**src/rtl/core/rk4_pkg.sv**
```systemverilog
// ----------------------------------------------------------------------------
// RK4 Riccati step package
// Shared defaults, register indexes, sequencer states and step codes for the
// fixed-point fourth-order Runge-Kutta integrator.
// ----------------------------------------------------------------------------
package rk4_pkg;

    localparam int DEF_WORD_BITS = 48;
    localparam int DEF_FRAC_BITS = 32;

    localparam int CFG_IDX_BITS = 2;

    localparam logic [63:0] STEP_RESET = 64'd429497;
    localparam logic [63:0] END_RESET  = 64'd6071868024;

    localparam int DIVISOR = 6;

    typedef enum logic [CFG_IDX_BITS-1:0] {
        REG_START_X = 2'd0,
        REG_START_Y = 2'd1,
        REG_STEP    = 2'd2,
        REG_END_X   = 2'd3
    } cfg_reg_t;

    typedef enum logic [7:0] {
        ST_IDLE  = 8'b0000_0001,
        ST_ISSUE = 8'b0000_0010,
        ST_MUL   = 8'b0000_0100,
        ST_POST  = 8'b0000_1000,
        ST_ACC   = 8'b0001_0000,
        ST_DIV   = 8'b0010_0000,
        ST_FIN   = 8'b0100_0000,
        ST_OUT   = 8'b1000_0000
    } state_t;

    typedef enum logic [2:0] {
        OP_K1  = 3'd0,
        OP_H1  = 3'd1,
        OP_K2  = 3'd2,
        OP_H2  = 3'd3,
        OP_K3  = 3'd4,
        OP_H3  = 3'd5,
        OP_K4  = 3'd6,
        OP_SUM = 3'd7
    } op_t;

endpackage

```
**src/rtl/core/rk4_riccati_step.sv**
```systemverilog
// ----------------------------------------------------------------------------
// RK4 Riccati step
// Fixed-point fourth-order Runge-Kutta integrator for dy/dx = 1 + y*y with
// saturating arithmetic and a single shared multiplier.
// ----------------------------------------------------------------------------
// A step item makes eight passes through the shared multiplier, with four accumulate
// steps, then one step per 12-bit digit of the divide by six, one step to update the
// point and one to load the result.
// A restart item, or a step refused past the end point, goes straight to the result load.
// One item is in work at a time; a new item can be accepted in the cycle after the result is loaded.
// Reset clears the point to zero and loads the register defaults.
// ----------------------------------------------------------------------------
module rk4_riccati_step
    import rk4_pkg::*;
#(
    parameter int WORD_BITS = DEF_WORD_BITS,
    parameter int FRAC_BITS = DEF_FRAC_BITS
)
(
    input  logic                        clk,
    input  logic                        rst_n,
    input  logic                        cfg_we,
    input  logic [CFG_IDX_BITS-1:0]     cfg_index,
    input  logic [WORD_BITS-1:0]        cfg_data,
    input  logic                        in_valid,
    output logic                        in_ready,
    input  logic                        restart,
    output logic                        out_valid,
    input  logic                        out_ready,
    output logic signed [WORD_BITS-1:0] x_value,
    output logic signed [WORD_BITS-1:0] y_value,
    output logic                        done_res
);

    localparam int DIG  = 12;
    localparam int NDIG = (WORD_BITS + DIG - 1) / DIG;
    localparam int DW   = NDIG * DIG;
    localparam int DCW  = $clog2(NDIG);
    localparam int RW   = $clog2(DIVISOR);
    localparam int VW   = RW + DIG;
    localparam int RSH  = VW + 3;

    localparam logic [VW:0] RECIP = (VW+1)'(((1 << RSH) + DIVISOR - 1) / DIVISOR);

    localparam logic signed [WORD_BITS-1:0] WMAX = {1'b0, {(WORD_BITS-1){1'b1}}};
    localparam logic signed [WORD_BITS-1:0] WMIN = {1'b1, {(WORD_BITS-1){1'b0}}};
    localparam logic signed [WORD_BITS-1:0] ONE_Q =
        (FRAC_BITS >= WORD_BITS - 1) ? WMAX : $signed(WORD_BITS'(1) << FRAC_BITS);

    function automatic logic signed [WORD_BITS-1:0] sat_add(
        input logic signed [WORD_BITS-1:0] p,
        input logic signed [WORD_BITS-1:0] r
    );
        logic signed [WORD_BITS:0] sum;
        sum = {p[WORD_BITS-1], p} + {r[WORD_BITS-1], r};
        if (sum[WORD_BITS] != sum[WORD_BITS-1])
        begin
            return sum[WORD_BITS] ? WMIN : WMAX;
        end
        return sum[WORD_BITS-1:0];
    endfunction

    state_t state_reg, state_next;
    op_t    op_reg, op_next;

    logic signed [WORD_BITS-1:0] sx_reg, sy_reg, ex_reg;
    logic [WORD_BITS-2:0]        h_reg;

    logic signed [WORD_BITS-1:0] x_reg, x_next;
    logic signed [WORD_BITS-1:0] y_reg, y_next;
    logic                        flag_reg, flag_next;
    logic [DCW-1:0]              dcnt_reg, dcnt_next;
    logic                        out_valid_reg, out_valid_next;

    logic signed [WORD_BITS-1:0] t_reg, t_next;
    logic signed [WORD_BITS-1:0] k_reg, k_next;
    logic signed [WORD_BITS-1:0] s_reg, s_next;
    logic [DW-1:0]               dmag_reg, dmag_next;
    logic [RW-1:0]               drem_reg, drem_next;
    logic                        dneg_reg, dneg_next;
    logic signed [WORD_BITS-1:0] xo_reg, yo_reg;
    logic                        do_reg;

    logic                        mul_start;
    logic                        mul_done;
    logic signed [WORD_BITS-1:0] mul_a, mul_b, mul_r;
    logic [WORD_BITS-1:0]        mul_mag;
    logic signed [WORD_BITS-1:0] h_s;
    logic [VW-1:0]               dv;
    logic [2*VW:0]               dprod;
    logic [DIG-1:0]              dq;
    logic [RW-1:0]               dr;
    logic signed [WORD_BITS-1:0] quot;
    logic                        in_acc;
    logic                        out_load;

    assign h_s    = $signed({1'b0, h_reg});
    assign in_acc = in_valid && in_ready;

    rk4_mul #(
        .WORD_BITS (WORD_BITS),
        .FRAC_BITS (FRAC_BITS)
    ) u_mul (
        .clk    (clk),
        .rst_n  (rst_n),
        .start  (mul_start),
        .a      (mul_a),
        .b      (mul_b),
        .done   (mul_done),
        .result (mul_r)
    );

    always_comb
    begin
        unique case (op_reg)
            OP_K1, OP_K2, OP_K3, OP_K4:
            begin
                mul_a = t_reg;
                mul_b = t_reg;
            end
            OP_H1, OP_H2, OP_H3:
            begin
                mul_a = k_reg;
                mul_b = h_s;
            end
            OP_SUM:
            begin
                mul_a = h_s;
                mul_b = s_reg;
            end
            default:
            begin
                mul_a = t_reg;
                mul_b = t_reg;
            end
        endcase
    end

    always_comb
    begin
        mul_mag = mul_r[WORD_BITS-1] ? (~mul_r + WORD_BITS'(1)) : mul_r;
        dv      = {drem_reg, dmag_reg[DW-1 -: DIG]};
        dprod   = dv * RECIP;
        dq      = dprod[RSH +: DIG];
        dr      = RW'(dv - VW'(VW'(dq) * VW'(DIVISOR)));
        quot    = dneg_reg ? $signed(WORD_BITS'(0) - dmag_reg[WORD_BITS-1:0])
                           : $signed(dmag_reg[WORD_BITS-1:0]);
    end

    always_comb
    begin
        state_next     = state_reg;
        op_next        = op_reg;
        x_next         = x_reg;
        y_next         = y_reg;
        flag_next      = flag_reg;
        dcnt_next      = dcnt_reg;
        out_valid_next = out_valid_reg;
        t_next         = t_reg;
        k_next         = k_reg;
        s_next         = s_reg;
        dmag_next      = dmag_reg;
        drem_next      = drem_reg;
        dneg_next      = dneg_reg;
        mul_start      = 1'b0;
        out_load       = 1'b0;

        if (out_valid_reg && out_ready)
        begin
            out_valid_next = 1'b0;
        end

        unique case (state_reg)
            ST_IDLE:
            begin
                if (in_acc)
                begin
                    op_next = OP_K1;
                    t_next  = y_reg;
                    if (restart)
                    begin
                        x_next     = sx_reg;
                        y_next     = sy_reg;
                        flag_next  = 1'b0;
                        state_next = ST_OUT;
                    end
                    else if (x_reg <= ex_reg)
                    begin
                        flag_next  = 1'b0;
                        state_next = ST_ISSUE;
                    end
                    else
                    begin
                        flag_next  = 1'b1;
                        state_next = ST_OUT;
                    end
                end
            end
            ST_ISSUE:
            begin
                mul_start  = 1'b1;
                state_next = ST_MUL;
            end
            ST_MUL:
            begin
                if (mul_done)
                begin
                    state_next = ST_POST;
                end
            end
            ST_POST:
            begin
                unique case (op_reg)
                    OP_K1, OP_K2, OP_K3, OP_K4:
                    begin
                        k_next     = sat_add(ONE_Q, mul_r);
                        state_next = ST_ACC;
                    end
                    OP_H1, OP_H2:
                    begin
                        t_next     = sat_add(y_reg, mul_r >>> 1);
                        op_next    = op_t'(op_reg + 3'd1);
                        state_next = ST_ISSUE;
                    end
                    OP_H3:
                    begin
                        t_next     = sat_add(y_reg, mul_r);
                        op_next    = op_t'(op_reg + 3'd1);
                        state_next = ST_ISSUE;
                    end
                    OP_SUM:
                    begin
                        dneg_next  = mul_r[WORD_BITS-1];
                        dmag_next  = DW'(mul_mag);
                        drem_next  = '0;
                        dcnt_next  = DCW'(NDIG - 1);
                        state_next = ST_DIV;
                    end
                    default:
                    begin
                        state_next = ST_IDLE;
                    end
                endcase
            end
            ST_ACC:
            begin
                unique case (op_reg)
                    OP_K1:        s_next = k_reg;
                    OP_K2, OP_K3: s_next = sat_add(s_reg, sat_add(k_reg, k_reg));
                    OP_K4:        s_next = sat_add(s_reg, k_reg);
                    default:      s_next = s_reg;
                endcase
                op_next    = op_t'(op_reg + 3'd1);
                state_next = ST_ISSUE;
            end
            ST_DIV:
            begin
                drem_next = dr;
                dmag_next = {dmag_reg[DW-DIG-1:0], dq};
                if (dcnt_reg == '0)
                begin
                    state_next = ST_FIN;
                end
                else
                begin
                    dcnt_next = dcnt_reg - DCW'(1);
                end
            end
            ST_FIN:
            begin
                y_next     = sat_add(y_reg, quot);
                x_next     = sat_add(x_reg, h_s);
                state_next = ST_OUT;
            end
            ST_OUT:
            begin
                if (!out_valid_reg || out_ready)
                begin
                    out_load       = 1'b1;
                    out_valid_next = 1'b1;
                    state_next     = ST_IDLE;
                end
            end
            default:
            begin
                state_next = ST_IDLE;
            end
        endcase
    end

    always_ff @(posedge clk or negedge rst_n)
    begin
        if (!rst_n)
        begin
            state_reg     <= ST_IDLE;
            op_reg        <= OP_K1;
            x_reg         <= '0;
            y_reg         <= '0;
            flag_reg      <= 1'b0;
            dcnt_reg      <= '0;
            out_valid_reg <= 1'b0;
            sx_reg        <= '0;
            sy_reg        <= '0;
            h_reg         <= (WORD_BITS-1)'(STEP_RESET);
            ex_reg        <= $signed(WORD_BITS'(END_RESET));
        end
        else
        begin
            state_reg     <= state_next;
            op_reg        <= op_next;
            x_reg         <= x_next;
            y_reg         <= y_next;
            flag_reg      <= flag_next;
            dcnt_reg      <= dcnt_next;
            out_valid_reg <= out_valid_next;
            if (cfg_we)
            begin
                unique case (cfg_reg_t'(cfg_index))
                    REG_START_X: sx_reg <= $signed(cfg_data);
                    REG_START_Y: sy_reg <= $signed(cfg_data);
                    REG_STEP:    h_reg  <= cfg_data[WORD_BITS-2:0];
                    REG_END_X:   ex_reg <= $signed(cfg_data);
                    default:     h_reg  <= h_reg;
                endcase
            end
        end
    end

    always_ff @(posedge clk)
    begin
        t_reg    <= t_next;
        k_reg    <= k_next;
        s_reg    <= s_next;
        dmag_reg <= dmag_next;
        drem_reg <= drem_next;
        dneg_reg <= dneg_next;
        if (out_load)
        begin
            xo_reg <= x_reg;
            yo_reg <= y_reg;
            do_reg <= flag_reg;
        end
    end

    assign in_ready  = (state_reg == ST_IDLE);
    assign out_valid = out_valid_reg;
    assign x_value   = xo_reg;
    assign y_value   = yo_reg;
    assign done_res  = do_reg;

    a_done_in_mul: assert property (@(posedge clk) disable iff (!rst_n)
        mul_done |-> (state_reg == ST_MUL))
        else $error("multiplier finished outside the wait state");

    a_restart_fast: assert property (@(posedge clk) disable iff (!rst_n)
        (in_valid && in_ready && restart) |=> (state_reg == ST_OUT))
        else $error("restart item did not go straight to the result");

    a_div_on_sum: assert property (@(posedge clk) disable iff (!rst_n)
        (state_reg == ST_DIV) |-> (op_reg == OP_SUM))
        else $error("divide running before the weighted sum");

endmodule

```
**src/rtl/core/rk4_mul.sv**
```systemverilog
// ----------------------------------------------------------------------------
// RK4 shared fixed-point multiplier
// Signed saturating multiply with floor scaling, built from four half-width
// partial products accumulated in turn, then one finishing step.
// ----------------------------------------------------------------------------
module rk4_mul
    import rk4_pkg::*;
#(
    parameter int WORD_BITS = DEF_WORD_BITS,
    parameter int FRAC_BITS = DEF_FRAC_BITS
)
(
    input  logic                        clk,
    input  logic                        rst_n,
    input  logic                        start,
    input  logic signed [WORD_BITS-1:0] a,
    input  logic signed [WORD_BITS-1:0] b,
    output logic                        done,
    output logic signed [WORD_BITS-1:0] result
);

    localparam int LIMB = (WORD_BITS + 1) / 2;
    localparam int PW   = 2 * WORD_BITS;

    localparam logic [2:0]           LAST_CNT = 3'd4;
    localparam logic [PW-1:0]        TOP_MAG  = PW'(1) << (WORD_BITS - 1);
    localparam logic [PW-1:0]        REM_MASK = (PW'(1) << FRAC_BITS) - PW'(1);
    localparam logic [WORD_BITS-1:0] WMAX     = {1'b0, {(WORD_BITS-1){1'b1}}};
    localparam logic [WORD_BITS-1:0] WMIN     = {1'b1, {(WORD_BITS-1){1'b0}}};

    logic [WORD_BITS-1:0]        ma_reg;
    logic [WORD_BITS-1:0]        mb_reg;
    logic                        neg_reg;
    logic [PW-1:0]               prod_reg;
    logic [2:0]                  cnt_reg;
    logic                        busy_reg;
    logic                        done_reg;
    logic signed [WORD_BITS-1:0] result_reg;

    logic [LIMB-1:0]   a_limb;
    logic [LIMB-1:0]   b_limb;
    logic [2*LIMB-1:0] pp;
    logic [PW-1:0]     pp_sh;
    logic [PW-1:0]     q;
    logic [PW-1:0]     qn;
    logic              rem_nz;
    logic [WORD_BITS-1:0] fin;

    always_comb
    begin
        a_limb = cnt_reg[1] ? LIMB'(ma_reg >> LIMB) : ma_reg[LIMB-1:0];
        b_limb = cnt_reg[0] ? LIMB'(mb_reg >> LIMB) : mb_reg[LIMB-1:0];
        pp     = a_limb * b_limb;
        pp_sh  = (PW'(pp) << (cnt_reg[1] ? LIMB : 0)) << (cnt_reg[0] ? LIMB : 0);
        q      = prod_reg >> FRAC_BITS;
        rem_nz = |(prod_reg & REM_MASK);
        qn     = q + PW'(rem_nz);
        if (neg_reg)
        begin
            fin = (qn > TOP_MAG) ? WMIN : WORD_BITS'(PW'(0) - qn);
        end
        else
        begin
            fin = (q > (TOP_MAG - PW'(1))) ? WMAX : q[WORD_BITS-1:0];
        end
    end

    always_ff @(posedge clk or negedge rst_n)
    begin
        if (!rst_n)
        begin
            busy_reg <= 1'b0;
            cnt_reg  <= 3'd0;
            done_reg <= 1'b0;
        end
        else
        begin
            done_reg <= 1'b0;
            if (busy_reg)
            begin
                if (cnt_reg == LAST_CNT)
                begin
                    busy_reg <= 1'b0;
                    done_reg <= 1'b1;
                end
                cnt_reg <= cnt_reg + 3'd1;
            end
            else if (start)
            begin
                busy_reg <= 1'b1;
                cnt_reg  <= 3'd0;
            end
        end
    end

    always_ff @(posedge clk)
    begin
        if (!busy_reg && start)
        begin
            ma_reg   <= a[WORD_BITS-1] ? (~a + WORD_BITS'(1)) : a;
            mb_reg   <= b[WORD_BITS-1] ? (~b + WORD_BITS'(1)) : b;
            neg_reg  <= a[WORD_BITS-1] ^ b[WORD_BITS-1];
            prod_reg <= '0;
        end
        else if (busy_reg)
        begin
            if (cnt_reg == LAST_CNT)
            begin
                result_reg <= $signed(fin);
            end
            else
            begin
                prod_reg <= prod_reg + pp_sh;
            end
        end
    end

    assign done   = done_reg;
    assign result = result_reg;

endmodule
```
**config.mk**
```make
export PLATFORM = sky130hd
export DESIGN_NAME = rk4_riccati_step
export DESIGN_NICKNAME = d
export VERILOG_FILES = /design/src/rtl/core/rk4_pkg.sv /design/src/rtl/core/rk4_riccati_step.sv /design/src/rtl/core/rk4_mul.sv
export SDC_FILE = /design/constraint.sdc
export NUM_CORES = 2
export LEC_CHECK = 0
export ABC_CLOCK_PERIOD_IN_PS = 15500
export BUFFER_PORTS_ARGS = -buffer_cell sky130_fd_sc_hd__buf_2
export CORE_MARGIN = 2
export CORE_UTILIZATION = 41
export CTS_BUF_LIST = sky130_fd_sc_hd__clkbuf_16
export CTS_CLUSTER_DIAMETER = 60
export CTS_CLUSTER_SIZE = 30
export DETAILED_ROUTE_END_ITERATION = 6
export PLACE_DENSITY_LB_ADDON = 0.2
export SETUP_SLACK_MARGIN = 0.1
export SYNTH_ARGS = -nofsm -noshare
export SYNTH_HDL_FRONTEND = slang
export SYNTH_SLANG_ARGS = --single-unit
```
**constraint.sdc**
```tcl
create_clock -name clk -period 15.5 [get_ports clk]
set_input_delay 3.875 -clock clk [delete_from_list [all_inputs] [get_ports clk]]
set_output_delay 3.875 -clock clk [all_outputs]
set_load 0.01 [all_outputs]
```
Word level (Yosys, flattened, before mapping)
Cells that the tools add are included.
{"block": "classes", "n_addsub": 19, "multipliers": 3, "magnitude_cmp": 3, "eq_ne": 36, "n_shift": 2, "muxes": 104, "bitwise": 6, "n_reduce_logical": 36}
{"cell": "48-bit two-way mux", "n": 37}
{"cell": "48-bit case mux with 2 select lines", "n": 5}
{"cell": "48-bit case mux with 3 select lines", "n": 3}
{"cell": "48-bit by 48-bit adder with 49-bit output", "n": 6}
{"cell": "48-bit by 2-bit adder with 48-bit output, second input constant", "n": 3}
{"cell": "48-bit NOT", "n": 3}
{"cell": "96-bit adder", "n": 1}
{"cell": "48-bit by 32-bit left shift with 96-bit output", "n": 1}
{"cell": "96-bit by 32-bit left shift with 96-bit output", "n": 1}
{"cell": "1-bit by 48-bit subtractor with 48-bit output, first input constant", "n": 2}
{"cell": "47-bit two-way mux", "n": 2}
{"cell": "64-bit by 1-bit adder with 65-bit output", "n": 1}
{"cell": "65-bit by 48-bit > comparator with 1-bit output, second input constant", "n": 1}
{"cell": "64-bit by 47-bit > comparator with 1-bit output, second input constant", "n": 1}
{"cell": "8-bit case mux with 8 select lines", "n": 1}
{"cell": "34-bit by 48-bit adder with 49-bit output, first input constant", "n": 1}
{"cell": "48-bit by 47-bit adder with 49-bit output", "n": 1}
{"cell": "48-bit <= comparator", "n": 1}
{"cell": "24-bit by 24-bit multiplier with 48-bit output", "n": 1}
{"cell": "24-bit two-way mux", "n": 2}
{"cell": "8-bit two-way mux", "n": 6}
{"cell": "1-bit two-way mux", "n": 35}
{"cell": "32-bit OR reduction", "n": 1}
{"cell": "15-bit by 16-bit multiplier with 30-bit output, second input constant", "n": 1}
{"cell": "other kinds (43)", "n": 92}
{"block": "word_totals", "register_bits": 841, "input_bits": 56, "out_inout_bits": 99, "wordCells": 239}

Logic depth before layout (Yosys ltp)
{"block": "logic_depth", "ltp_word": 15, "depth_mapped": 47, "mapped_depth_nobuf": 42}

Modules after synthesis
From an unflattened synthesis, not the netlist that was laid out.
{"block": "hier_totals", "hier_cells": 10170, "hier_area_um2": 88885.2}
{"module": "rk4_riccati_step", "n_inst": 1, "cells_each": 5323, "area_each_um2": 49035.8, "seq_area_each_um2": 16393.2}
{"module": "rk4_mul", "n_inst": 1, "cells_each": 4847, "area_each_um2": 39849.5, "seq_area_each_um2": 6401.1}

Least setup slack after synthesis
OpenSTA, ideal clock, no wires.
{"block": "synth_timing", "path_type": "flip-flop to flip-flop", "start": "register u_mul.cnt_reg[0]", "end": "register u_mul.prod_reg[94]", "t_arrival_ps": 11158, "required_ps": 15371, "path_slack_ps": 4214, "stages_incl_launch_ff": 43, "n_path_buf": 4, "period_less_slack_ps": 11286, "cell_sequence": "dfrtp_1 > clkbuf_1 > clkbuf_1 > buf_1 > mux2i_1 > nor2_1 > fa_1 > fa_1 > inv_1 > fa_1 > inv_1 > fa_1 > inv_1 > fa_1 > inv_1 > fa_1 > inv_1 > fa_1 > [... 7 more ...] > a31oi_1 > a41oi_1 > nor4bb_1 > a211oi_1 > o21ai_0 > o21ai_0 > ha_1 > clkbuf_1 > nand4_1 > nor3_1 > or4b_2 > o31ai_1 > a21bo_2 > a21oi_1 > o31ai_1 > a41oi_1 > xnor2_1 > o21ai_0"}
{"block": "synth_via", "elab_chain_cells": 5, "word_cells_on_any_way": 9, "cone_classes": "1 x add/sub; 1 x mul; 1 x eq/ne; 2 x shift; 2 x mux; 1 x bitwise; 1 x reduce/logical"}
{"item": "start: declaration", "line_no": "rk4_mul.sv:35", "source": "logic [2:0] cnt_reg;"}
{"item": "start signal: assignment", "line_no": "rk4_mul.sv:86", "source": "cnt_reg <= cnt_reg + 3'd1;"}
{"item": "24-bit two-way mux", "line_no": "rk4_mul.sv:52", "source": "b_limb = cnt_reg[0] ? LIMB'(mb_reg >> LIMB) : mb_reg[LIMB-1:0];"}
{"item": "24-bit by 24-bit multiplier with 48-bit output", "line_no": "rk4_mul.sv:53", "source": "pp = a_limb * b_limb;"}
{"item": "48-bit by 32-bit left shift with 96-bit output", "line_no": "rk4_mul.sv:54", "source": "pp_sh = (PW'(pp) << (cnt_reg[1] ? LIMB : 0)) << (cnt_reg[0] ? LIMB : 0);"}
{"item": "96-bit by 32-bit left shift with 96-bit output", "line_no": "rk4_mul.sv:54"}
{"item": "96-bit adder", "line_no": "rk4_mul.sv:113", "source": "prod_reg <= prod_reg + pp_sh;"}
{"item": "end signal: assignment", "line_no": "rk4_mul.sv:113"}
{"item": "end: declaration", "line_no": "rk4_mul.sv:34", "source": "logic [PW-1:0] prod_reg;"}
Several ways; a longest one is shown, not always the timed one.
A chain may end at the register's enable or synchronous reset.

Final worst setup path
{"block": "layout_timing", "start": "register u_mul.cnt_reg[1]", "end": "register u_mul.prod_reg[92]"}
{"block": "layout_via", "elab_chain_cells": 5, "word_cells_on_any_way": 9, "cone_classes": "1 x add/sub; 1 x mul; 1 x eq/ne; 2 x shift; 2 x mux; 1 x bitwise; 1 x reduce/logical"}
{"item": "24-bit two-way mux", "line_no": "rk4_mul.sv:51", "source": "a_limb = cnt_reg[1] ? LIMB'(ma_reg >> LIMB) : ma_reg[LIMB-1:0];"}
{"item": "24-bit by 24-bit multiplier with 48-bit output", "line_no": "rk4_mul.sv:53"}
{"item": "48-bit by 32-bit left shift with 96-bit output", "line_no": "rk4_mul.sv:54"}
{"item": "96-bit by 32-bit left shift with 96-bit output", "line_no": "rk4_mul.sv:54"}
{"item": "96-bit adder", "line_no": "rk4_mul.sv:113"}
Several ways; a longest one is shown, not always the timed one.

==> results.toml <==
[logic_synthesis]
synth_xor_area_frac = 0.0640
synth_top_area_cell = "edfxtp_1"
synthArstFlopShare = 0.365
synth-seq-area-share = 0.260
yosys.area.top_type_share = 0.150
ys_seq_elements = 841
ys.flop_type = "edfxtp_1"
synth-compound-area-share = 0.189
synth_top_family_by_area = "adder cells"
syn_nets = 11400
synthSimpleGateAreaFrac = 0.158
ys_types = 113
avgSynthCellArea_um2 = 8.74
synth.top_cells.by_count = "1,150 x nand2_1, 863 x inv_1, 794 x nor2_1"
synth_mux_area_frac = 0.0390
yosys.cell_count.top_type = "nand2_1"
synth-warning-count = 0
synth.cell_area_um2 = 87500
synthAdderAreaFrac = 0.230
synth.area.top_cells = "edfxtp_1 15%, fa_1 13%, ha_1 10%"
synth-edff-count = 438
syn_inst = 10000

[placed_design]
io_buffers = 154
placed_cells = 12600
placed_cell_area_um2 = 90900
globalplace.congestion = 0.993
post-dp-hpwl_um = 266000

[final_layout]
nets = 11200
final_util = 0.443
final_area_um2 = 94100
largest_register_ffs = 96
area_growth_pct = 7.43
drive_gt1_frac = 0.0869
layout.cells.non_filler = 12800

[worst_setup_path]
path_class = "flip-flop to flip-flop"
crit_fanout = 50
crit_top_cell = "fa_1"
crit_path_top_delay_cell = "mux2i_1"
cp_slowest_stage_delay_ns = 0.89
worstPathArrival_ns = 13.70
critPathLaunchType = "flip-flop"
required_ns = 16.20
end_kind = "flip-flop"

[clocking]
cts_buffers = 87
cts_resized = 0
cts_hold_buf = 0
numClockSinks = 841
insertion_delay_ns = 0.80
clk_path_buf_depth = 3
cts_root_buf = "clkbuf_16"
clk_pin_slew_ns = 0.08
htree_levels = 3
cts_setup_buffers = 0
cts_tree = "done"

[route]
route.antenna.remaining_nets = 0
post-route-drc-count = 0
routedWlPerCell_um = 26.6
drtPass1Iterations = 6
first_iter_violations = 7458
viasPerCell = 6.04
vias = 77100
drt-total-wl_um = 340000

[timing]
worst_slew_pin_slew_ns = 1.41
slew_viol_final = 0
hold_viol = 0
min_period_ns = 13.00
fmax_ghz = 0.0769
finalSetupViolCount = 0
final.setup.tns_ns = 0
finalClockSkew_ns = 0.0876
relSlewSlack = 0.0446
period_share = 0.839
rsz0062_at_grt = "no"

[floorplan]
initial_core_util = 0.413
core_um2 = 212000
dieArea_um2 = 217000
die_h_um = 466
io_pins = 155
die_width_um = 466
num_rows = 169

[global_route]
grt_pass1_vias = 75700
grt_usage = 0.308
grt_pass1_wl_um = 501000
grt_max_degree = 141
overflow = 0
antenna_found_initial = 12

[worst_hold_path]
min_path_type = "flip-flop to flip-flop"

[run]
maxCapViolations = 0

[run_status]
status = "finished, final reports clean"
layout by cell type, fill, tap and decap left out, types with 27 or more instances in the layout:
cell       netlist  routed
a31oi_1        135     135
clkbuf_16        0      89
dfxtp_1         96      96
nor3_1         127     127
o21bai_1        75      75
o31ai_1        108     108
nor2_1         794     785
edfxtp_1       438     438
ha_1           728     727
a221o_1         68      68
mux2i_1         66      52
and2_1          98      98
a21oi_1        741     739
o22ai_1         27      27
o21ai_0        595     595
nand2b_1        68      68
fa_1           551     551
or2_2           44      44
buf_2           37     153
dfstp_2         30      30
buf_4            2     106
dfrtp_1        277     275
nand2_1       1150    1146
xor2_1         247     247
a221oi_1        33      33
o211ai_1        47      47
nand3_1        199     198
nor2b_1         64      62
and3_1          68      67
mux2_2         242     242
nor4_1          48      48
o21a_1          74      74
nand4_1        130     130
a21o_1         300     300
or3_1           38      38
a211o_1         31      31
a211oi_1        92      91
inv_1          863     866
xnor2_1        391     391
critical path, delay by kind of cell (launching register included):
family	cells	cell delay (ns)
simple gates	9	2.13
compound gates	12	3.33
mux	2	1.11
fa+ha+maj	9	4.52
buf+inv	5	0.83
flops	1	0.74
xor+xnor	1	0.26
through the flow:
stage               hold WS, ns  setup slack, ns
floorplan                 0.425             4.21
global placement          0.437             2.84
detailed placement        0.441             2.59
CTS                       0.455             2.56
global route              0.468             1.80
finish                    0.457             2.50
area by class of cell:
type | count | area [um^2]
antenna | 10 | 25.0
clock inverter | 75 | 883
tap | 2821 | 3530
timing repair buffer | 262 | 1620
clock buffer | 89 | 2230
multi-input combinational | 7805 | 59700
sequential | 841 | 22800
inverter | 864 | 3240
fill | 20700 | 118000
kinds of logic (layout without fill, tap and decap cells):
kind of cell               Yosys count  after routing
and+or+nand+nor                   2986           2986
AOI/OAI and AO/OA                 2591           2591
buffers and inverters             1369           1290
adders and majority gates         1279           1279
DFF                                841            841
xor gates and xnor gates           639            639
muxes                              310            310
other                                0             10
routing by layer:
layer  GRT usage  up-vias  share of wire
li1            -    34900              -
met3      0.0362      733          0.067
met4       0.159       10          0.060
met1       0.404    38200           0.41
met5           0        -        0.00032
met2       0.499     3206           0.46
worst paths after layout:
check	slack [ns]	cells past startpoint	to	from
hold reg to reg	0.46	0	done_res	flag_reg
hold / removal	0.46	0	done_res	flag_reg
setup / recovery	2.50	38	u_mul.prod_reg[92]	u_mul.cnt_reg[1]
max in group asynchronous	10.74	2	y_reg[16]	rst_n
setup reg to reg	2.50	38	u_mul.prod_reg[92]	u_mul.cnt_reg[1]
min in group asynchronous	3.13	1	sx_reg[30]	rst_n
Power is not shown: default switching activity piles up to over one toggle a cycle in this logic, so the estimate is an artifact.
